### src/rtl/ffbp_pkg.sv
// ----------------------------------------------------------------------------
// ffbp_pkg: shared types and constants for first-fit bin placement
// Field widths, item and register codes, and the controller/datapath structs.
// ----------------------------------------------------------------------------
package ffbp_pkg;

  // Field widths of the request and result items.
  localparam int MODE_W   = 1;
  localparam int BINF_W   = 3;
  localparam int SIZE_W   = 16;
  localparam int FILL_W   = 17;
  localparam int FACTOR_W = 9;
  localparam int OC_W     = 8;

  // Product widths of the two limit multiplications.
  localparam int PROD1_W = SIZE_W + FACTOR_W;
  localparam int PROD2_W = PROD1_W + FACTOR_W;

  // Q1.8 unity and the largest fill that a bin can report.
  localparam logic [FACTOR_W-1:0] Q8_ONE   = 9'd256;
  localparam logic [FILL_W-1:0]   FILL_MAX = 17'h1FFFF;

  // Request modes.
  localparam logic MODE_LOAD  = 1'b0;
  localparam logic MODE_PLACE = 1'b1;

  // Register select, taken from the word address of the APB port.
  localparam logic REG_LIMIT_FACTOR = 1'b0;
  localparam logic REG_OVERCOMMIT   = 1'b1;

  // Commands from the controller to the datapath.
  typedef struct packed {
    logic capture;      // latch the accepted request
    logic scan_start;   // reset the scan pointers
    logic mul1;         // avail * factor
    logic mul2;         // product * (1 + overcommit)
    logic ld_write;     // write the new limit and clear usage
    logic scan_step;    // issue one bin read and advance
    logic scan_commit;  // update the hit bin and record the result
    logic scan_miss;    // record a no-fit result
    logic res_load;     // move the result into the output register
  } ffbp_cmd_t;

  // Status from the datapath to the controller.
  typedef struct packed {
    logic hit;        // the bin under check fits the item
    logic miss;       // all bins checked, none fits
    logic out_busy;   // output register holds a result not yet taken
  } ffbp_status_t;

endpackage

### src/rtl/ffbp_in_if.sv
// ----------------------------------------------------------------------------
// ffbp_in_if: request channel
// Valid/ready channel carrying one load or place request.
// ----------------------------------------------------------------------------
interface ffbp_in_if import ffbp_pkg::*; ();
  logic              valid;
  logic              ready;
  logic [MODE_W-1:0] mode;
  logic [BINF_W-1:0] bin_index;
  logic [SIZE_W-1:0] capacity;
  logic [SIZE_W-1:0] reserved;
  logic [SIZE_W-1:0] item_size;

  modport source (output valid, mode, bin_index, capacity, reserved, item_size,
                  input ready);
  modport sink   (input valid, mode, bin_index, capacity, reserved, item_size,
                  output ready);
endinterface

### src/rtl/ffbp_out_if.sv
// ----------------------------------------------------------------------------
// ffbp_out_if: result channel
// Valid/ready channel carrying one placement result.
// ----------------------------------------------------------------------------
interface ffbp_out_if import ffbp_pkg::*; ();
  logic              valid;
  logic              ready;
  logic              placed;
  logic [BINF_W-1:0] chosen_bin;
  logic [FILL_W-1:0] bin_fill;

  modport source (output valid, placed, chosen_bin, bin_fill, input ready);
  modport sink   (input valid, placed, chosen_bin, bin_fill, output ready);
endinterface

### src/rtl/first_fit_bin_placement.sv
// ----------------------------------------------------------------------------
// first_fit_bin_placement: first-fit placement of items into bins
// A request either loads one bin's limit or places an item in the first bin
// that still has room. One result is returned per request.
//
// Usage: requests enter on in_ch (valid/ready), results leave on out_ch.
// A load request (mode 0) computes the bin limit in two multiplier stages;
// the controller steps through MUL1, MUL2, the table write and the result
// state, and the next request is taken once it is back in idle. A place
// request scans the bin table in RAM, one bin read per cycle. The scan stops
// at the first bin that fits, or when all NUM_BINS bins are checked and none
// fits, and the next request is taken after the result state. The scan over
// the single RAM read port sets how fast place requests are taken.
// One request is in flight at a time; the result sits in an output register,
// so the next request is taken while a result waits on a stalled receiver.
// A second result waits inside until the output register drains.
// Reset clears the per-bin valid bits, so every bin reads as limit 0 and
// usage 0 right away; no clearing pass is needed. The limit factor resets to
// 1.0 and the overcommit ratio to 0. The user must write registers through
// the APB port only while the block is idle; the block does not enforce it.
// ----------------------------------------------------------------------------
module first_fit_bin_placement import ffbp_pkg::*; #(
  parameter int NUM_BINS = 8
) (
  input  logic        clk,
  input  logic        rst_n,
  ffbp_in_if.sink     in_ch,
  ffbp_out_if.source  out_ch,
  input  logic        psel,
  input  logic        penable,
  input  logic        pwrite,
  input  logic [2:0]  paddr,
  input  logic [31:0] pwdata,
  output logic [31:0] prdata,
  output logic        pready
);

  ffbp_cmd_t           cmd;
  ffbp_status_t        status;
  logic [FACTOR_W-1:0] limit_factor;
  logic [OC_W-1:0]     overcommit_ratio;
  logic                in_ready;

  // Configuration registers.
  ffbp_cfg u_cfg (
    .clk              (clk),
    .rst_n            (rst_n),
    .psel             (psel),
    .penable          (penable),
    .pwrite           (pwrite),
    .paddr            (paddr),
    .pwdata           (pwdata),
    .prdata           (prdata),
    .pready           (pready),
    .limit_factor     (limit_factor),
    .overcommit_ratio (overcommit_ratio)
  );

  // Controller.
  ffbp_ctrl u_ctrl (
    .clk      (clk),
    .rst_n    (rst_n),
    .in_valid (in_ch.valid),
    .in_mode  (in_ch.mode),
    .in_ready (in_ready),
    .status   (status),
    .cmd      (cmd)
  );

  assign in_ch.ready = in_ready;

  // Datapath.
  ffbp_dp #(
    .NUM_BINS (NUM_BINS)
  ) u_dp (
    .clk              (clk),
    .rst_n            (rst_n),
    .cmd              (cmd),
    .status           (status),
    .limit_factor     (limit_factor),
    .overcommit_ratio (overcommit_ratio),
    .in_bin_index     (in_ch.bin_index),
    .in_capacity      (in_ch.capacity),
    .in_reserved      (in_ch.reserved),
    .in_item_size     (in_ch.item_size),
    .out_ready        (out_ch.ready),
    .out_valid        (out_ch.valid),
    .out_placed       (out_ch.placed),
    .out_chosen_bin   (out_ch.chosen_bin),
    .out_bin_fill     (out_ch.bin_fill)
  );

endmodule

### src/rtl/ffbp_ram.sv
// ----------------------------------------------------------------------------
// ffbp_ram: generic single-port-write, single-port-read RAM
// One write and one registered read per cycle; contents have no reset.
// ----------------------------------------------------------------------------
module ffbp_ram #(
  parameter int WIDTH = 34,
  parameter int DEPTH = 8,
  localparam int AW = (DEPTH > 1) ? $clog2(DEPTH) : 1
) (
  input  logic             clk,
  input  logic             we,
  input  logic [AW-1:0]    waddr,
  input  logic [WIDTH-1:0] wdata,
  input  logic             re,
  input  logic [AW-1:0]    raddr,
  output logic [WIDTH-1:0] rdata
);

  logic [WIDTH-1:0] mem_r [DEPTH];
  logic [WIDTH-1:0] rdata_r;

  // Write port.
  always_ff @(posedge clk) begin
    if (we) begin
      mem_r[waddr] <= wdata;
    end
  end

  // Registered read port.
  always_ff @(posedge clk) begin
    if (re) begin
      rdata_r <= mem_r[raddr];
    end
  end

  assign rdata = rdata_r;

endmodule

### src/rtl/ffbp_cfg.sv
// ----------------------------------------------------------------------------
// ffbp_cfg: configuration registers
// APB-style port holding the limit factor and the overcommit ratio.
// ----------------------------------------------------------------------------
module ffbp_cfg import ffbp_pkg::*; (
  input  logic                clk,
  input  logic                rst_n,
  input  logic                psel,
  input  logic                penable,
  input  logic                pwrite,
  input  logic [2:0]          paddr,
  input  logic [31:0]         pwdata,
  output logic [31:0]         prdata,
  output logic                pready,
  output logic [FACTOR_W-1:0] limit_factor,
  output logic [OC_W-1:0]     overcommit_ratio
);

  logic [FACTOR_W-1:0] factor_r;
  logic [OC_W-1:0]     oc_r;
  logic                wr_en;

  assign pready = 1'b1;
  assign wr_en  = psel && penable && pwrite && pready;

  // Register writes in the access cycle.
  always_ff @(posedge clk) begin
    if (!rst_n) begin
      factor_r <= Q8_ONE;
      oc_r     <= '0;
    end else if (wr_en) begin
      case (paddr[2])
        REG_LIMIT_FACTOR: factor_r <= pwdata[FACTOR_W-1:0];
        REG_OVERCOMMIT:   oc_r     <= pwdata[OC_W-1:0];
        default:          factor_r <= factor_r;
      endcase
    end
  end

  // Read-back of the selected register.
  always_comb begin
    case (paddr[2])
      REG_LIMIT_FACTOR: prdata = 32'(factor_r);
      REG_OVERCOMMIT:   prdata = 32'(oc_r);
      default:          prdata = '0;
    endcase
  end

  assign limit_factor     = factor_r;
  assign overcommit_ratio = oc_r;

endmodule

### src/rtl/ffbp_dp.sv
// ----------------------------------------------------------------------------
// ffbp_dp: placement datapath
// Limit multiplier chain, bin table in RAM, first-fit scan and result regs.
// ----------------------------------------------------------------------------
module ffbp_dp import ffbp_pkg::*; #(
  parameter int NUM_BINS = 8
) (
  input  logic                clk,
  input  logic                rst_n,
  input  ffbp_cmd_t           cmd,
  output ffbp_status_t        status,
  input  logic [FACTOR_W-1:0] limit_factor,
  input  logic [OC_W-1:0]     overcommit_ratio,
  input  logic [BINF_W-1:0]   in_bin_index,
  input  logic [SIZE_W-1:0]   in_capacity,
  input  logic [SIZE_W-1:0]   in_reserved,
  input  logic [SIZE_W-1:0]   in_item_size,
  input  logic                out_ready,
  output logic                out_valid,
  output logic                out_placed,
  output logic [BINF_W-1:0]   out_chosen_bin,
  output logic [FILL_W-1:0]   out_bin_fill
);

  localparam int IDX_W = (NUM_BINS > 1) ? $clog2(NUM_BINS) : 1;
  localparam int CNT_W = $clog2(NUM_BINS + 1);
  localparam int ENT_W = 2 * FILL_W;

  // Captured request.
  logic [BINF_W-1:0] idx_r;
  logic [SIZE_W-1:0] cap_r, res_r, size_r;

  // Limit arithmetic.
  logic [SIZE_W-1:0]   avail;
  logic [FACTOR_W-1:0] oc_scale;
  logic [PROD1_W-1:0]  p1_r;
  logic [PROD2_W-1:0]  p2_r;
  logic [FILL_W-1:0]   lim_sat;

  // Bin table.
  logic [NUM_BINS-1:0] valid_r;
  logic                ram_we, ram_re;
  logic [IDX_W-1:0]    ram_waddr, ram_raddr;
  logic [ENT_W-1:0]    ram_wdata, ram_rdata;

  // Scan pointers.
  logic [CNT_W-1:0] rd_cnt_r;
  logic             rd_more;
  logic             chk_vld_r;
  logic [IDX_W-1:0] chk_idx_r;
  logic             ent_vld_r;
  logic [FILL_W-1:0] ent_lim, ent_use;
  logic [FILL_W:0]   sum;
  logic              fit;

  // Load address decode.
  logic [31:0]      idx_ext, chk_ext;
  logic             ld_in_range;
  logic [IDX_W-1:0] ld_addr;

  // Result and output registers.
  logic              res_placed_r;
  logic [BINF_W-1:0] res_bin_r;
  logic [FILL_W-1:0] res_fill_r;
  logic              out_valid_r, out_placed_r;
  logic [BINF_W-1:0] out_bin_r;
  logic [FILL_W-1:0] out_fill_r;

  // Request capture.
  always_ff @(posedge clk) begin
    if (cmd.capture) begin
      idx_r  <= in_bin_index;
      cap_r  <= in_capacity;
      res_r  <= in_reserved;
      size_r <= in_item_size;
    end
  end

  // Limit = floor(avail * factor * (256 + overcommit) / 65536), in two stages.
  assign avail    = (cap_r > res_r) ? (cap_r - res_r) : '0;
  assign oc_scale = Q8_ONE + FACTOR_W'(overcommit_ratio);

  always_ff @(posedge clk) begin
    if (cmd.mul1) begin
      p1_r <= PROD1_W'(avail) * PROD1_W'(limit_factor);
    end
    if (cmd.mul2) begin
      p2_r <= PROD2_W'(p1_r) * PROD2_W'(oc_scale);
    end
  end

  assign lim_sat = p2_r[PROD2_W-1] ? FILL_MAX : p2_r[PROD2_W-2:PROD2_W-1-FILL_W];

  // Load target; indexes past the last bin are dropped.
  assign idx_ext     = 32'(idx_r);
  assign ld_in_range = idx_ext < NUM_BINS;
  assign ld_addr     = idx_ext[IDX_W-1:0];

  // Scan read side: one bin read per cycle.
  assign rd_more   = rd_cnt_r < CNT_W'(NUM_BINS);
  assign ram_re    = cmd.scan_step && rd_more;
  assign ram_raddr = rd_cnt_r[IDX_W-1:0];

  always_ff @(posedge clk) begin
    if (!rst_n) begin
      rd_cnt_r  <= '0;
      chk_vld_r <= 1'b0;
    end else if (cmd.scan_start) begin
      rd_cnt_r  <= '0;
      chk_vld_r <= 1'b0;
    end else if (cmd.scan_step) begin
      if (rd_more) begin
        rd_cnt_r <= rd_cnt_r + CNT_W'(1);
      end
      chk_vld_r <= rd_more;
    end
  end

  always_ff @(posedge clk) begin
    if (ram_re) begin
      chk_idx_r <= ram_raddr;
      ent_vld_r <= valid_r[ram_raddr];
    end
  end

  // Fit check on the entry just read; a never-loaded bin reads as zero.
  assign ent_lim = ent_vld_r ? ram_rdata[ENT_W-1:FILL_W] : '0;
  assign ent_use = ent_vld_r ? ram_rdata[FILL_W-1:0] : '0;
  assign sum     = (FILL_W + 1)'(ent_use) + (FILL_W + 1)'(size_r);
  assign fit     = sum <= {1'b0, ent_lim};

  assign status.hit      = chk_vld_r && fit;
  assign status.miss     = !chk_vld_r && !rd_more;
  assign status.out_busy = out_valid_r && !out_ready;

  // Table write: a load sets the limit and clears usage, a hit adds the item.
  always_comb begin
    ram_we    = 1'b0;
    ram_waddr = chk_idx_r;
    ram_wdata = {ent_lim, sum[FILL_W-1:0]};
    if (cmd.ld_write) begin
      ram_we    = ld_in_range;
      ram_waddr = ld_addr;
      ram_wdata = {lim_sat, {FILL_W{1'b0}}};
    end else if (cmd.scan_commit) begin
      ram_we = 1'b1;
    end
  end

  always_ff @(posedge clk) begin
    if (!rst_n) begin
      valid_r <= '0;
    end else if (ram_we) begin
      valid_r[ram_waddr] <= 1'b1;
    end
  end

  ffbp_ram #(
    .WIDTH (ENT_W),
    .DEPTH (NUM_BINS)
  ) u_bins (
    .clk   (clk),
    .we    (ram_we),
    .waddr (ram_waddr),
    .wdata (ram_wdata),
    .re    (ram_re),
    .raddr (ram_raddr),
    .rdata (ram_rdata)
  );

  // Result of the current request.
  assign chk_ext = 32'(chk_idx_r);

  always_ff @(posedge clk) begin
    if (cmd.ld_write) begin
      res_placed_r <= 1'b0;
      res_bin_r    <= idx_r;
      res_fill_r   <= '0;
    end else if (cmd.scan_commit) begin
      res_placed_r <= 1'b1;
      res_bin_r    <= chk_ext[BINF_W-1:0];
      res_fill_r   <= sum[FILL_W-1:0];
    end else if (cmd.scan_miss) begin
      res_placed_r <= 1'b0;
      res_bin_r    <= '0;
      res_fill_r   <= '0;
    end
  end

  // Output register toward the result channel.
  always_ff @(posedge clk) begin
    if (!rst_n) begin
      out_valid_r <= 1'b0;
    end else if (cmd.res_load) begin
      out_valid_r <= 1'b1;
    end else if (out_ready) begin
      out_valid_r <= 1'b0;
    end
  end

  always_ff @(posedge clk) begin
    if (cmd.res_load) begin
      out_placed_r <= res_placed_r;
      out_bin_r    <= res_bin_r;
      out_fill_r   <= res_fill_r;
    end
  end

  assign out_valid      = out_valid_r;
  assign out_placed     = out_placed_r;
  assign out_chosen_bin = out_bin_r;
  assign out_bin_fill   = out_fill_r;

endmodule

### src/rtl/ffbp_ctrl.sv
// ----------------------------------------------------------------------------
// ffbp_ctrl: placement controller
// Sequences a load through the multiplier chain or a place through the scan.
// ----------------------------------------------------------------------------
module ffbp_ctrl import ffbp_pkg::*; (
  input  logic         clk,
  input  logic         rst_n,
  input  logic         in_valid,
  input  logic         in_mode,
  output logic         in_ready,
  input  ffbp_status_t status,
  output ffbp_cmd_t    cmd
);

  typedef enum logic [5:0] {
    S_IDLE = 6'b000001,
    S_MUL1 = 6'b000010,
    S_MUL2 = 6'b000100,
    S_LDWR = 6'b001000,
    S_SCAN = 6'b010000,
    S_RES  = 6'b100000
  } state_t;

  state_t state_r, state_nxt;
  logic   accept;

  assign in_ready = state_r == S_IDLE;
  assign accept   = in_ready && in_valid;

  // State register.
  always_ff @(posedge clk) begin
    if (!rst_n) begin
      state_r <= S_IDLE;
    end else begin
      state_r <= state_nxt;
    end
  end

  // Next state and datapath commands.
  always_comb begin
    state_nxt = state_r;
    cmd       = '0;
    case (state_r)
      S_IDLE: begin
        if (accept) begin
          cmd.capture = 1'b1;
          if (in_mode == MODE_PLACE) begin
            cmd.scan_start = 1'b1;
            state_nxt      = S_SCAN;
          end else begin
            state_nxt = S_MUL1;
          end
        end
      end
      S_MUL1: begin
        cmd.mul1  = 1'b1;
        state_nxt = S_MUL2;
      end
      S_MUL2: begin
        cmd.mul2  = 1'b1;
        state_nxt = S_LDWR;
      end
      S_LDWR: begin
        cmd.ld_write = 1'b1;
        state_nxt    = S_RES;
      end
      S_SCAN: begin
        cmd.scan_step = 1'b1;
        if (status.hit) begin
          cmd.scan_commit = 1'b1;
          state_nxt       = S_RES;
        end else if (status.miss) begin
          cmd.scan_miss = 1'b1;
          state_nxt     = S_RES;
        end
      end
      S_RES: begin
        if (!status.out_busy) begin
          cmd.res_load = 1'b1;
          state_nxt    = S_IDLE;
        end
      end
      default: begin
        state_nxt = S_IDLE;
      end
    endcase
  end

endmodule
### src/flat_wrapper.sv
// flat-port wrapper written by rule: the top's interface ports become plain ports
module first_fit_bin_placement_flat import ffbp_pkg::*;
#(
  parameter int NUM_BINS = 8
)
  (clk, rst_n, psel, penable, pwrite, paddr, pwdata, prdata, pready, in_ch_valid, in_ch_mode, in_ch_bin_index, in_ch_capacity, in_ch_reserved, in_ch_item_size, in_ch_ready, out_ch_valid, out_ch_placed, out_ch_chosen_bin, out_ch_bin_fill, out_ch_ready);
  ffbp_in_if in_ch_i ();
  ffbp_out_if out_ch_i ();
  input  logic clk;
  input  logic rst_n;
  input  logic psel;
  input  logic penable;
  input  logic pwrite;
  input  logic [2:0] paddr;
  input  logic [31:0] pwdata;
  output logic [31:0] prdata;
  output logic pready;
  input wire logic [$bits(in_ch_i.valid)-1:0] in_ch_valid;
  input wire logic [$bits(in_ch_i.mode)-1:0] in_ch_mode;
  input wire logic [$bits(in_ch_i.bin_index)-1:0] in_ch_bin_index;
  input wire logic [$bits(in_ch_i.capacity)-1:0] in_ch_capacity;
  input wire logic [$bits(in_ch_i.reserved)-1:0] in_ch_reserved;
  input wire logic [$bits(in_ch_i.item_size)-1:0] in_ch_item_size;
  output wire logic [$bits(in_ch_i.ready)-1:0] in_ch_ready;
  output wire logic [$bits(out_ch_i.valid)-1:0] out_ch_valid;
  output wire logic [$bits(out_ch_i.placed)-1:0] out_ch_placed;
  output wire logic [$bits(out_ch_i.chosen_bin)-1:0] out_ch_chosen_bin;
  output wire logic [$bits(out_ch_i.bin_fill)-1:0] out_ch_bin_fill;
  input wire logic [$bits(out_ch_i.ready)-1:0] out_ch_ready;
  assign in_ch_i.valid = in_ch_valid;
  assign in_ch_i.mode = in_ch_mode;
  assign in_ch_i.bin_index = in_ch_bin_index;
  assign in_ch_i.capacity = in_ch_capacity;
  assign in_ch_i.reserved = in_ch_reserved;
  assign in_ch_i.item_size = in_ch_item_size;
  assign in_ch_ready = in_ch_i.ready;
  assign out_ch_valid = out_ch_i.valid;
  assign out_ch_placed = out_ch_i.placed;
  assign out_ch_chosen_bin = out_ch_i.chosen_bin;
  assign out_ch_bin_fill = out_ch_i.bin_fill;
  assign out_ch_i.ready = out_ch_ready;
  first_fit_bin_placement #(.NUM_BINS(NUM_BINS)) u_core (.clk(clk), .rst_n(rst_n), .in_ch(in_ch_i), .out_ch(out_ch_i), .psel(psel), .penable(penable), .pwrite(pwrite), .paddr(paddr), .pwdata(pwdata), .prdata(prdata), .pready(pready));
endmodule
### config.mk
export PLATFORM = sky130hd
export DESIGN_NAME = first_fit_bin_placement_flat
export DESIGN_NICKNAME = d
export VERILOG_FILES = /design/src/rtl/ffbp_pkg.sv /design/src/rtl/ffbp_in_if.sv /design/src/rtl/ffbp_out_if.sv /design/src/rtl/first_fit_bin_placement.sv /design/src/rtl/ffbp_ram.sv /design/src/rtl/ffbp_cfg.sv /design/src/rtl/ffbp_dp.sv /design/src/rtl/ffbp_ctrl.sv /design/src/flat_wrapper.sv
export SDC_FILE = /design/constraint.sdc
export NUM_CORES = 1
export LEC_CHECK = 0
export BUFFER_PORTS_ARGS = -buffer_cell sky130_fd_sc_hd__buf_4
export CAP_MARGIN = 0
export CORE_MARGIN = 10
export CORE_UTILIZATION = 66
export CTS_CLUSTER_SIZE = 14
export DETAILED_ROUTE_END_ITERATION = 10
export GPL_TIMING_DRIVEN = 0
export PLACE_DENSITY = 0.85
export SYNTH_ARGS = -nofsm -noshare
export SYNTH_HDL_FRONTEND = slang
export SYNTH_SLANG_ARGS = --single-unit
### constraint.sdc
create_clock -name clk -period 14.35 [get_ports clk]
set_input_delay 2.87 -clock clk [delete_from_list [all_inputs] [get_ports clk]]
set_output_delay 2.87 -clock clk [all_outputs]
set_load 0.05 [all_outputs]
After elaboration in Yosys (flattened, before gate mapping)
Memory sizes are Yosys's and may differ from the RTL's. A register that Yosys moved wholly into a read port is not among the register bits. Index checks and enable logic that the tools add are counted. Widths: inputs -> output; s select.

Memories: 1. Input bits: 94. Bits in writable memories: 272. Latch bits: 0. Word-level logic and storage cells: 108. Register bits after elaboration: 193. Memory bits (read-only): 0. Output and inout bits: 56.

Memory list: u_core.u_dp.u_bins.mem_r (depth 8, bits a word 34, rd ports 1, clocked after memory_dff 1, wr ports 1, RTL line ffbp_ram.sv:19) `logic [WIDTH-1:0] mem_r [DEPTH];`.

Reduce and logical (&&, ||, !) cells: 19. Bitwise gates (word level): 3. Divide/modulo/power cells: 0. Add/subtract/negate cells: 4. Multipliers: 2. Muxes and demuxes: 42. Shifts and indexed selects: 0. Equal/unequal tests: 9. Magnitude comparators: 7.

Operators by type and width (number): $mux 17 (5); $pmux 32 s2 (1); $pmux 6 s6 (1); $mul 25x9->34 (1); $mux 34 (1); $mul 16x9->25 (1); $mux 6 (4); $mux 1 (19); $add 17x16->18 (1); $le 18x17->1 (1); $gt 16x16->1 (1); $mux 16 (1); $sub 16x16->16 (1); $mux 3 (5); $lt 3x4->1 const B (3); $add 9x8->9 const A (1); $logic_and 1x1->1 (8); $or 8x8->8 (1); $eq 6x1->1 const B (1); $eq 6x2->1 const B (1); $eq 6x3->1 const B (1); $eq 6x4->1 const B (1); $eq 6x5->1 const B (1); $eq 6x6->1 const B (1); other kinds (17) (24).

Longest topological paths before layout
Gate-level depths: netlist of run 1.

Depth after elaboration: 10. Mapped depth: 30. Mapped depth without buffers: 29.

Cells and area by module
From an unflattened synthesis of run 1, not the netlist that was laid out.

Cells, all modules: 2495. Area total of the unflattened synthesis: 31326.3 µm².

By module, submodules not included: ffbp_dp (instances 1, sequential area each 4304.1 µm², cells each 1901, area each 18514.0 µm²); ffbp_ram (instances 1, sequential area each 9188.8 µm², cells each 441, area each 11423.5 µm²); ffbp_cfg (instances 1, sequential area each 340.3 µm², cells each 102, area each 967.2 µm²); ffbp_ctrl (instances 1, sequential area each 120.1 µm², cells each 51, area each 421.7 µm²).

Least setup slack after synthesis of run 1
No wires, ideal clock.

Kind: reg-to-reg. Start point: register u_core.u_dp.res_r[0]. End point: register u_core.u_dp.p1_r[23], data pin. Required time: 14.215 ns. Library setup time: 0.135 ns. Arrival: 6.602 ns. Buffers on the path: 1. Slack: 7.613 ns. Clock period less this slack: 6.737 ns. Cell stages (with the launch flop): 28. Path through: edfxtp_1 > ha_1 > fa_1 > and2b_1 > o21ai_1 > a21boi_2 > o211ai_1 > nand2_1 > a211oi_2 > buf_4 > nor4_4 > nand2_1 > fa_1 > inv_1 > fa_1 > fa_1 > inv_1 > fa_1 > inv_1 > ha_1 > a21o_1 > a21o_1 > a21oi_1 > o31ai_1 > o41ai_1 > a31oi_1 > or4_1 > nand3_1.

Cells in the longest elaborated chain, start to end: 3. Elaborated cells on any way between the ends: 4. Those cells by class: add/sub: 1; mul: 1; order compare: 1; mux: 1.

Ends and longest elaborated chain: from (decl) (RTL line ffbp_dp.sv:31) `logic [SIZE_W-1:0] cap_r, res_r, size_r;`; from (signal assigned) (RTL line ffbp_dp.sv:74) `res_r <= in_reserved;`; $sub 16x16->16 / $gt 16x16->1 (equally long branches) (RTL line ffbp_dp.sv:80) `assign avail = (cap_r > res_r) ? (cap_r - res_r) : '0;`; $mux 16 * (RTL line ffbp_dp.sv:80); $mul 16x9->25 * (RTL line ffbp_dp.sv:85) `p1_r <= PROD1_W'(avail) * PROD1_W'(limit_factor);`; to (signal assigned) (RTL line ffbp_dp.sv:85); to (decl) (RTL line ffbp_dp.sv:36) `logic [PROD1_W-1:0] p1_r;`.

Every way passes the cells marked *; elsewhere a longest branch is shown, timed or not. A chain may end at the register's enable or synchronous reset.

Worst setup path after layout of run 1
Same ends and word-level chain as after synthesis.

==> qor.yml, run 1 <==
run_status:
  outcome: "completed"
power:
  sw_frac_of_total_pct: 32.5
  design_power_total_mw: 4.05
  seqPwrFrac_pct: 42.0
  p_leak_nw: 14.0
  pwr_density_cell_nw_per_um2: 119
  p_clk_share_pct: 29.9
  p_sw_mw: 1.32
  peakVddDrop_mv: 0.131
  intPower_mw: 2.74
  power_frac_comb_pct: 28.1
timing:
  hold_violations: 0
  tns_ns: 0
  relSlewSlack_pct: 21.5
  fmax_mhz: 128
  tightest_slew_ns: 1.18
  fin_skew_ns: 0.0302
  rsz0062_at_grt: "false"
  post-route-period-util_pct: 54.5
  setup_violations: 0
  timing.final.max_slew_violations: 0
  fin_crit_ns: 7.82
critical_path:
  worst-setup-path-type: "reg2reg"
  arrival_ns: 8.28
  cp_max_fo: 10
  worstSetupStartpointType: "flop"
  endpoint_kind: "flop"
  cp_data_required_time_ns: 14.81
detailed_routing:
  route.detailed.drc: 0
  wire_per_inst_um: 22.9
  antenna_left: 0
  vias: 20100
  routed_wl_um: 74900
  firstDrtPassIters: 6
  drt-initial-drc-count: 2148
  via_per_inst: 6.15
yosys:
  ys_ff_latch: 483
  netlist_instances: 2450
  syn_avg_cell_area_um2: 12.5
  synth_edf_count: 428
  async_flop_share_pct: 0
  ys.warnings.count: 0
  netlist_area_um2: 30700
  yosysUniqueCellTypes: 80
  yosysSeqAreaShare_pct: 45.4
  synth-main-ff-cell: "edfxtp_1"
min_path:
  hold_class: "reg2reg"
final_layout:
  drive_gt1_share_pct: 13.5
  finalNetCount: 3132
  n_antenna_cell: 0
  final_cell_count_no_fill: 3265
  final_common_cell: "edfxtp_1"
  most-common-layout-cells: "edfxtp_1, inv_1, fa_1"
  syn_to_final_growth_pct: 10.9
cts:
  cts_tree: "done"
  htree_num_levels: 2
  clk-insertion-delay-late_ns: 0.59
  cts_setup_buffers: 0
  clk_pin_slew_worst_paths_ns: 0.06
  cts.sinks: 483
  cts-resized-gates: 0
  cts-root-buf: "clkbuf_16"
  cts_hold_buf: 0
  clockBufferDepth: 3
  numCtsBuffers: 47
floorplan:
  core_region_area_um2: 45700
  die-area_um2: 55600
  initial_core_util_pct: 67.3
  ioPinCount: 150
  die-width_um: 236
  die_y_um: 236
  row_count: 78
place:
  placed_cells: 3182
  hpwl_um: 53800
  gp_congestion: 0.939
  numPortBuffers: 100
global_routing:
  grt_max_degree: 33
  antenna_found_initial: 0
  grt_usage_pct: 27.0
  grt_pass1_vias: 21500
  overflow: 0
  grt_pass1_wl_um: 119000
job:
  cap_violations: 0
[power groups by stage]
stage | logic (mW) | clock network, mW | registers (mW)
final | 1.14 | 1.21 | 1.70
after global routing | 1.25 | 1.27 | 1.71
after CTS | 1.12 | 1.22 | 1.70
after detailed placement | 1.10 | 0 | 1.73
after global placement | 1.04 | 0 | 1.73
after floorplan | 0.762 | 0 | 1.72
[flip-flops by register name, summed over array words and instances (netlist names), 3 cells and up]
signal,cells
u_core.u_dp.out_bin_fill,17
u_core.u_cfg.overcommit_ratio,8
u_core.u_dp.res_bin_r,3
u_core.u_dp.res_fill_r,17
u_core.u_cfg.limit_factor,9
u_core.u_dp.p2_r,18
u_core.u_dp.chk_idx_r,3
u_core.u_dp.u_bins.mem_r,272
u_core.u_dp.p1_r,25
u_core.u_dp.u_bins.rdata,34
u_core.u_dp.idx_r,3
u_core.u_dp.size_r,16
u_core.u_ctrl.state_r,6
u_core.u_dp.res_r,16
u_core.u_dp.out_chosen_bin,3
u_core.u_dp.cap_r,16
u_core.u_dp.rd_cnt_r,4
u_core.u_dp.valid_r,8
[synth_stat cells (5+ instances only)]
master	instances	area [µm²]
a211oi_1	6	45.0
a21boi_0	18	135
a21o_1	20	150
a21oi_1	57	285
a22o_1	20	175
a31oi_1	10	62.6
and2_1	216	1350
and3_1	27	169
and4_1	6	52.6
buf_1	12	45.0
buf_4	25	188
clkbuf_1	61	229
dfxtp_1	55	1100
edfxtp_1	428	12900
fa_1	262	5250
ha_1	145	1810
inv_1	363	1360
mux2_2	43	484
mux4_2	70	1580
nand2_1	207	777
nand2b_1	14	87.6
nand3_1	28	140
nand3b_1	11	82.6
nand4_1	15	93.8
nor2_1	58	218
nor2b_1	12	75.1
nor3_1	23	115
nor3_2	6	60.1
nor4_1	7	43.8
o21a_1	12	90.1
o21ai_0	67	335
o21ai_1	10	50.1
o21bai_1	5	37.5
or3_1	6	37.5
xnor2_1	30	263
xor2_1	23	201
[layout make-up]
cell class / instances / area [µm²]
Multi-Input combinational cell: 1525 / 15100
Sequential cell: 483 / 14000
Fill cell: 2786 / 11600
Inverter: 363 / 1360
Clock buffer: 61 / 1280
Timing Repair Buffer: 110 / 958
Tap cell: 600 / 751
Buffer: 101 / 477
Clock inverter: 22 / 206
[metrics by stage]
stage	area (µm²)	setup WS [ns]	hold WS [ns]	utilization (%)
floorplan	30800	7.61	0.400	-
global placement	32300	5.63	0.405	70.7
detailed placement	32600	6.59	0.406	71.3
CTS	34100	6.54	0.420	74.6
global route	34100	6.14	0.429	74.6
finish	34100	6.53	0.419	74.6
[final timing paths]
kind	slack, ns	endpoint	cells after the start	startpoint
worst min register to register	0.42	u_core.u_dp.out_chosen_bin[0]	0	u_core.u_dp.res_bin_r[0]
worst max register to register	6.53	u_core.u_dp.p1_r[23]	27	u_core.u_dp.res_r[0]
worst min-delay path	0.42	u_core.u_dp.out_chosen_bin[0]	0	u_core.u_dp.res_bin_r[0]
worst max-delay path	6.53	u_core.u_dp.p1_r[23]	27	u_core.u_dp.res_r[0]
[per-layer routing]
| layer | vias to the layer above | track usage (%) | share of wire [%] |
|---|---|---|---|
| met5 | - | 0 | 0 |
| met4 | 0 | 11.1 | 4.1 |
| met3 | 234 | 5.75 | 9.5 |
| met2 | 1173 | 44.3 | 48 |
| met1 | 9974 | 34.4 | 38 |
| li1 | 8694 | - | - |
[worst max-delay path, cell delays in order, from the launching register on]
cell and delay, ns:
edfxtp_1 0.37, ha_1 0.22, fa_1 0.37, and2b_1 0.26
o21ai_1 0.11, a21boi_2 0.35, o211ai_1 0.18, nand2_1 0.13
a211oi_2 0.11, nor2_1 0.47, clkbuf_1 0.47, nand3_1 0.21
fa_1 0.57, inv_1 0.06, fa_1 0.49, fa_1 0.54
inv_1 0.05, fa_1 0.47, inv_1 0.04, ha_1 0.34
a21o_1 0.21, a21o_1 0.18, a21oi_1 0.14, o31ai_1 0.16
o41ai_1 0.40, a31oi_1 0.23, or4_1 0.45, nand3_1 0.09
[cells by family after synthesis]
group | synth area share [%]
flip-flops | 45.4
adder cells (fa/ha/maj) | 23.0
AO/OA/AOI/OAI | 5.84
multiplexers | 6.71
AND/OR/NAND/NOR | 11.5
XOR/XNOR | 1.51
other | 0.0244
buffers and inverters | 5.99
(Power assumes the default switching activity.)
==> run 2: changes to the inputs <==
--- a/config.mk
+++ b/config.mk
@@ -5,14 +5,15 @@
 export SDC_FILE = /design/constraint.sdc
 export NUM_CORES = 1
 export LEC_CHECK = 0
+export ABC_AREA = 1
 export BUFFER_PORTS_ARGS = -buffer_cell sky130_fd_sc_hd__buf_4
 export CAP_MARGIN = 0
 export CORE_MARGIN = 10
-export CORE_UTILIZATION = 66
+export CORE_UTILIZATION = 57
 export CTS_CLUSTER_SIZE = 14
 export DETAILED_ROUTE_END_ITERATION = 10
 export GPL_TIMING_DRIVEN = 0
-export PLACE_DENSITY = 0.85
+export PLACE_DENSITY = 0.78
 export SYNTH_ARGS = -nofsm -noshare
 export SYNTH_HDL_FRONTEND = slang
 export SYNTH_SLANG_ARGS = --single-unit
==> constraint.sdc (replaced) <==
create_clock -name clk -period 6.7 [get_ports clk]
set_input_delay 1.34 -clock clk [delete_from_list [all_inputs] [get_ports clk]]
set_output_delay 1.34 -clock clk [all_outputs]
set_load 0.05 [all_outputs]
==> run 2 against run 1 <==
Combinational power rose by 69%. Global-route usage fell by 2.6 points. Utilization fell by 10 points. Clock power rose by 110%. Highest routed layer unchanged. Non-clock buffer count rose by 61. Via count rose by 21%. Clock skew fell by 0.0077 ns. Critical path depth rose by 3. Sequential share of layout area fell by 1.7 points. Fmax rose by 23%.
==> qor.yml, run 2 <==
run_status:
  outcome: "completed"  # unchanged
timing:
  whs_ns: 0.433  # was 0.419 ns
  timing.final.max_slew_violations: 0  # unchanged
  fmax_mhz: 157  # was 128 MHz
  setup_violations: 0  # unchanged
  fin_skew_ns: 0.0226  # was 0.0302 ns
  rsz0062_at_grt: "true"  # was false
  relSlewSlack_pct: 33.4  # was 21.5%
  post-route-period-util_pct: 95.1  # was 54.5%
  hold_violations: 0  # unchanged
  fin_crit_ns: 6.37  # was 7.82 ns
  tightest_slew_ns: 0.997  # was 1.18 ns
  fin_ws_ns: 0.331  # was 6.53 ns
global_routing:
  top_usage_layer: "met2"  # unchanged
  grt_usage_pct: 24.4  # was 27.0%
  grt_pass1_vias: 24500  # was 21500
  grt_util_met2_pct: 42.8  # was 44.3%
  grt_max_degree: 35  # was 33
  gr-usage-met3_pct: 3.87  # was 5.75%
  grt_pass1_wl_um: 128000  # was 119000 µm
  overflow: 0  # unchanged
  met1_usage_pct: 29.0  # was 34.4%
  antenna_found_initial: 0  # unchanged
detailed_routing:
  antenna_left: 0  # unchanged
  vias: 24200  # was 20100
  routed_wl_um: 80700  # was 74900 µm
  drt-initial-drc-count: 2424  # was 2148
  firstDrtPassIters: 6  # unchanged
  via_per_inst: 5.53  # was 6.15
  wire_per_inst_um: 18.4  # was 22.9 µm
  route.detailed.drc: 0  # unchanged
power:
  peakVddDrop_mv: 0.249  # was 0.131 mV
  pwr_density_cell_nw_per_um2: 224  # was 119 nW/µm²
  design_power_total_mw: 7.96  # was 4.05 mW
  sw_frac_of_total_pct: 31.3  # was 32.5%
  p_clk_share_pct: 32.1  # was 29.9%
  intPower_mw: 5.47  # was 2.74 mW
  power_frac_comb_pct: 24.3  # was 28.1%
  p_sw_mw: 2.49  # was 1.32 mW
  p_leak_nw: 16.4  # was 14.0 nW
  seqPwrFrac_pct: 43.6  # was 42.0%
yosys:
  yosys.area.top_type: "edfxtp_1"  # unchanged
  synth.area.top_cells: "edfxtp_1, fa_1, inv_1"  # was edfxtp_1, fa_1, ha_1
  synth-simple-area-share_pct: 14.8  # was 11.5%
  netlist_instances: 3411  # was 2450
  async_flop_share_pct: 0  # unchanged
  synth.area.mux_share_pct: 0  # was 6.71%
  synth_edf_count: 428  # unchanged
  netlist_area_um2: 32000  # was 30700 µm²
  synth-xor-area-share_pct: 1.37  # was 1.51%
  yosysSeqAreaShare_pct: 43.6  # was 45.4%
  ys_ff_latch: 483  # unchanged
  synth_compound_area_share_pct: 8.10  # was 5.84%
  ys.warnings.count: 0  # unchanged
  yosysMostFrequentCell: "inv_1"  # was edfxtp_1
  synth_top_family_by_area: "adder cells"  # unchanged
  synth.top_cell.area_share_pct: 40.2  # was 41.8%
  syn_avg_cell_area_um2: 9.38  # was 12.5 µm²
  synthAdderAreaFrac_pct: 22.1  # was 23.0%
  synth-main-ff-cell: "edfxtp_1"  # unchanged
  yosysUniqueCellTypes: 56  # was 80
  synth_common_cells: "inv_1, nand2_1, nor2_1, edfxtp_1, fa_1"  # was edfxtp_1, inv_1, fa_1, and2_1, nand2_1
critical_path:
  r2r_slack_ns: 0.33  # was 6.53 ns
  endpoint_kind: "flop"  # unchanged
  worstSetupStartpointType: "flop"  # unchanged
  reg2regPathDepth: 30  # was 27
  crit-reg2reg-launch: "u_core.u_dp.cap_r[0]"  # was u_core.u_dp.res_r[0]
  cp_max_fo: 8  # was 10
  worst-setup-path-type: "reg2reg"  # unchanged
  crit_top_cell: "nand2_1"  # was fa_1
  cp_data_required_time_ns: 7.04  # was 14.81 ns
  timing.rr.end: "u_core.u_dp.p1_r[21]"  # was u_core.u_dp.p1_r[23]
  max_stage_delay_ns: 0.56  # was 0.57 ns
  cp_slowest_cell: "fa_1"  # unchanged
  arrival_ns: 6.71  # was 8.28 ns
floorplan:
  die-area_um2: 66000  # was 55600 µm²
  ioPinCount: 150  # unchanged
  die-width_um: 257  # was 236 µm
  row_count: 86  # was 78
  core_region_area_um2: 55300  # was 45700 µm²
  die_y_um: 257  # was 236 µm
  initial_core_util_pct: 57.8  # was 67.3%
cts:
  clk_pin_slew_worst_paths_ns: 0.06  # about the same
  numCtsBuffers: 47  # unchanged
  cts.sinks: 483  # unchanged
  clockBufferDepth: 3  # unchanged
  htree_num_levels: 2  # unchanged
  cts_setup_buffers: 0  # unchanged
  cts_tree: "done"  # unchanged
  cts-root-buf: "clkbuf_16"  # unchanged
  clk-insertion-delay-late_ns: 0.60  # was 0.59 ns
min_path:
  whs_path_depth: 0  # unchanged
  hold_end: "u_core.u_dp.out_bin_fill[15]"  # was u_core.u_dp.out_chosen_bin[0]
  hold_class: "reg2reg"  # unchanged
  worstHoldStart: "u_core.u_dp.res_fill_r[15]"  # was u_core.u_dp.res_bin_r[0]
final_layout:
  finalNetCount: 4099  # was 3132
  final_common_cell: "inv_1"  # was edfxtp_1
  largest_reg_flops: 272  # unchanged
  fillCellCount: 4324  # was 2786
  most-common-layout-cells: "inv_1, nand2_1, nor2_1"  # was edfxtp_1, inv_1, fa_1
  syn_to_final_growth_pct: 11.2  # was 10.9%
  drive_gt1_share_pct: 7.43  # was 13.5%
  top_register: "u_core.u_dp.u_bins.mem_r"  # unchanged
  n_antenna_cell: 0  # unchanged
  final_area_um2: 35600  # was 34100 µm²
place:
  numPortBuffers: 99  # was 100
  hpwl_um: 60100  # was 53800 µm
  place_ws_ns: 0.165  # was 6.59 ns
  placed_area_um2: 34100  # was 32600 µm²
  gp_congestion: 0.940  # was 0.939
job:
  cap_violations: 0  # unchanged
## run 2: power groups by stage
stage	Clock [mW]	Sequential (mW)	Combinational, mW
floorplan	0	3.53	1.36
global placement	0	3.54	1.83
detailed placement	0	3.53	1.89
CTS	2.57	3.47	1.90
global route	2.68	3.48	2.17
finish	2.56	3.47	1.93
## run 2: metal layers
metal / wire length (µm) / vias to the layer above
met1: 29500 / 11600
met4: 3930 / 0
met5: 0 / -
li1: - / 11200
met3: 7120 / 247
met2: 40100 / 1209
## run 2: worst max-delay path by stage
stage,depth (start not counted),from,slack [ns],endpoint
4_1_cts,23,u_core.u_dp.ent_vld_r,0.13,u_core.u_dp.u_bins.mem_r[3][29]
3_5_place_dp,30,u_core.u_dp.cap_r[0],0.16,u_core.u_dp.p1_r[21]
6_report,30,u_core.u_dp.cap_r[0],0.33,u_core.u_dp.p1_r[21]
2_1_floorplan,21,u_core.u_dp.ent_vld_r,0.51,u_core.u_dp.u_bins.mem_r[2][0]
3_3_place_gp,21,u_core.u_dp.ent_vld_r,-3.25,u_core.u_dp.u_bins.mem_r[2][19]
5_1_grt,29,u_core.u_dp.res_r[0],-0.06,u_core.u_dp.p1_r[21]
## run 2: critical path, delay by kind of cell (launching register included)
kind                     cells  cell delay, ns
flip-flops                   1            0.34
AND/OR/NAND/NOR             13            1.41
AO/OA/AOI/OAI                4            0.74
buffers and inverters        6            0.49
adder cells (fa/ha/maj)      7            3.11
## run 2: cell families after synthesis
family | Yosys count
adder cells (fa/ha/maj) | 407
flip-flops | 483
XOR/XNOR | 50
other | 2
buffers and inverters | 813
AND/OR/NAND/NOR | 1184
AO/OA/AOI/OAI | 472
## run 2: final cells by class
class / instances / area (µm²) / area share (%)
Clock inverter: 16 / 111 / 0.313
Tap cell: 748 / 936 / 2.63
Buffer: 156 / 734 / 2.06
Clock buffer: 69 / 1360 / 3.83
Timing Repair Buffer: 116 / 998 / 2.81
Inverter: 657 / 2470 / 6.94
Sequential cell: 483 / 14000 / 39.2
Multi-Input combinational cell: 2137 / 15000 / 42.2
## run 2: stage by stage
stage | setup TNS (ns) | instances | utilization, %
after floorplan | 0 | 3433 | -
after global placement | -324.05 | 4280 | 61.0
after detailed placement | 0 | 4297 | 61.6
after CTS | 0 | 4382 | 64.2
after global routing | -0.0606 | 4382 | 64.3
final | 0 | 4382 | 64.3
## run 2: timing repair
item                                    CTS  global route
endpoints found under the setup margin    0            28
hold buffers                              0             0
resized for setup                         0            14
==> run 3: changes to the inputs <==
--- a/config.mk
+++ b/config.mk
@@ -6,14 +6,15 @@
 export NUM_CORES = 1
 export LEC_CHECK = 0
 export ABC_AREA = 1
-export BUFFER_PORTS_ARGS = -buffer_cell sky130_fd_sc_hd__buf_4
 export CAP_MARGIN = 0
 export CORE_MARGIN = 10
-export CORE_UTILIZATION = 57
+export CORE_UTILIZATION = 59
 export CTS_CLUSTER_SIZE = 14
 export DETAILED_ROUTE_END_ITERATION = 10
+export DONT_BUFFER_PORTS = 1
 export GPL_TIMING_DRIVEN = 0
 export PLACE_DENSITY = 0.78
 export SYNTH_ARGS = -nofsm -noshare
 export SYNTH_HDL_FRONTEND = slang
 export SYNTH_SLANG_ARGS = --single-unit
+export TNS_END_PERCENT = 100
==> run 3 against run 2 <==
Register-to-register slack worse by 0.05 ns. Via count shrank 2.8%. Design area decreased by 2.3%. Critical path depth decreased by 5. Setup slack lost 0.052 ns. First-iteration DRC count is 9.7% lower. Global-route usage is 0.93 points higher. Die area is 3.1% lower. Combinational power hardly changed. Fmax decreased by 0.82%. Non-clock buffer count down 99. Hold slack lost 0.013 ns. Largest cell class unchanged. Largest power group unchanged.
==> qor.yml, run 3 (synthesized netlist as in run 2, its figures left out) <==
timing:
  tns_ns: 0  # unchanged
  fin_ws_ns: 0.279  # was 0.331 ns
  timing.final.max_slew_violations: 0  # unchanged
  setup_violations: 0  # unchanged
  fin_crit_ns: 6.42  # was 6.37 ns
  whs_ns: 0.420  # was 0.433 ns
  relSlewSlack_pct: 27.1  # was 33.4%
  fmax_mhz: 156  # was 157 MHz
  hold_violations: 0  # unchanged
  post-route-period-util_pct: 95.8  # was 95.1%
  fin_skew_ns: 0.0168  # was 0.0226 ns
  tightest_slew_ns: 1.09  # was 0.997 ns
final_layout:
  drive_gt1_share_pct: 5.20  # was 7.43%
  final_cell_count_no_fill: 4232  # was 4382
  most-common-layout-cells: "inv_1, nand2_1, nor2_1"  # unchanged
  syn_to_final_growth_pct: 8.64  # was 11.2%
  n_antenna_cell: 0  # unchanged
  final_common_cell: "inv_1"  # unchanged
  largest_reg_flops: 272  # unchanged
  top_register: "u_core.u_dp.u_bins.mem_r"  # unchanged
  finalNetCount: 4000  # was 4099
  postLayoutCoreUtil_pct: 64.7  # was 64.3%
floorplan:
  die-width_um: 253  # was 257 µm
  die_y_um: 253  # was 257 µm
  initial_core_util_pct: 59.6  # was 57.8%
  die-area_um2: 63900  # was 66000 µm²
  ioPinCount: 150  # unchanged
  core_region_area_um2: 53700  # was 55300 µm²
  row_count: 85  # was 86
cts:
  cts-resized-gates: 0  # unchanged
  clk_pin_slew_worst_paths_ns: 0.06  # about the same
  cts_setup_buffers: 0  # unchanged
  htree_num_levels: 2  # unchanged
  clk-insertion-delay-late_ns: 0.60  # about the same
  cts_hold_buf: 0  # unchanged
  cts.sinks: 483  # unchanged
  cts_tree: "done"  # unchanged
  numCtsBuffers: 47  # unchanged
  clockBufferDepth: 3  # unchanged
  cts-root-buf: "clkbuf_16"  # unchanged
critical_path:
  arrival_ns: 6.76  # was 6.71 ns
  cp_max_fo: 8  # unchanged
  worst-setup-path-type: "reg2reg"  # unchanged
  cp_data_required_time_ns: 7.04  # about the same
  worstSetupStartpointType: "flop"  # unchanged
  endpoint_kind: "flop"  # unchanged
power:
  p_leak_nw: 15.9  # was 16.4 nW
  peakVddDrop_mv: 0.257  # was 0.249 mV
  pwr_density_cell_nw_per_um2: 227  # was 224 nW/µm²
detailed_routing:
  firstDrtPassIters: 6  # unchanged
  via_per_inst: 5.56  # was 5.53
  routed_wl_um: 79300  # was 80700 µm
  antenna_left: 0  # unchanged
  wire_per_inst_um: 18.7  # was 18.4 µm
  drt-initial-drc-count: 2188  # was 2424
  vias: 23500  # was 24200
  route.detailed.drc: 0  # unchanged
global_routing:
  grt_usage_pct: 25.3  # was 24.4%
  grt_util_met2_pct: 44.6  # was 42.8%
  met1_usage_pct: 30.4  # was 29.0%
  grt_pass1_wl_um: 127000  # was 128000 µm
  top_usage_layer: "met2"  # unchanged
  grt_max_degree: 35  # unchanged
  antenna_found_initial: 0  # unchanged
  gr-usage-met3_pct: 3.75  # was 3.87%
  grt_pass1_vias: 23800  # was 24500
  overflow: 0  # unchanged
place:
  numPortBuffers: 0  # was 99
  gp_congestion: 0.921  # was 0.940
  hpwl_um: 59500  # was 60100 µm
  place_ws_ns: 0.199  # was 0.165 ns
  placed_cells: 4146  # was 4297
min_path:
  hold_class: "reg2reg"  # unchanged
job:
  cap_violations: 0  # unchanged
run_status:
  outcome: "completed"  # unchanged
==> run 3: cell types whose count changed in the layout (fill, tap and decap cells not counted), moves of 3 or more <==
cell	change
nor2_2	+3
o21ai_1	+9
clkbuf_1	-3
buf_12	-3
nor2_1	-3
buf_4	-98
o21ai_0	-9
clkinv_2	+5
clkinv_1	-3
==> run 3: worst max-delay path, cell delays in order, from the launching register on <==
cell	delay, ns
edfxtp_1	0.41
ha_1	0.27
fa_2	0.39
nor3_2	0.17
nor2_1	0.09
o21ai_2	0.17
nand2_1	0.09
nand3_1	0.11
nand2_2	0.16
inv_4	0.16
nand3_2	0.16
inv_1	0.15
nand2_1	0.09
fa_1	0.54
fa_1	0.56
inv_1	0.05
fa_1	0.47
inv_1	0.05
fa_1	0.47
inv_1	0.04
ha_1	0.38
nand2_1	0.16
nor4_1	0.53
nand4_1	0.21
nand3_1	0.18
xor2_1	0.09
==> run 3: per-layer routing <==
layer	vias up	share of wire [%]	wire length, µm
met5	-	0	0
met4	0	4.4	3520
met3	213	8.0	6340
met2	1040	50	40000
met1	11300	37	29500
li1	11000	-	-
==> run 3: final cells by class <==
cell class,count,area [µm²]
flip-flops and latches,483,14000
clock inverters,22,134
repair buffers,17,243
well taps,696,871
multi-input cells,2137,15000
fillers,4165,19000
clock buffers,64,1300
plain buffers,156,734
inverters,657,2470
==> run 3: worst paths after layout <==
check,startpoint,to,slack (ns),depth (start not counted)
worst max-delay path,u_core.u_dp.res_r[0],u_core.u_dp.p1_r[22],0.28,25
worst max register to register,u_core.u_dp.res_r[0],u_core.u_dp.p1_r[22],0.28,25
worst min-delay path,u_core.u_dp.res_bin_r[1],u_core.u_dp.out_chosen_bin[1],0.42,0
worst min register to register,u_core.u_dp.res_bin_r[1],u_core.u_dp.out_chosen_bin[1],0.42,0
==> run 3: per-stage QoR <==
stage	cell area, µm²	total power [mW]
final	34800	7.90
after global routing	34800	8.29
after CTS	34700	7.87
after detailed placement	33200	5.39
after global placement	32900	5.34
after floorplan	32100	4.88
==> run 3: report_power, final <==
part           leakage (nW)  switching [mW]  total, mW  internal, mW
clock                 0.709            1.15       2.52          1.37
combinational          10.8            1.31       1.91         0.598
sequential             4.36          0.0341       3.47          3.44
total                  15.9            2.50       7.90          5.41
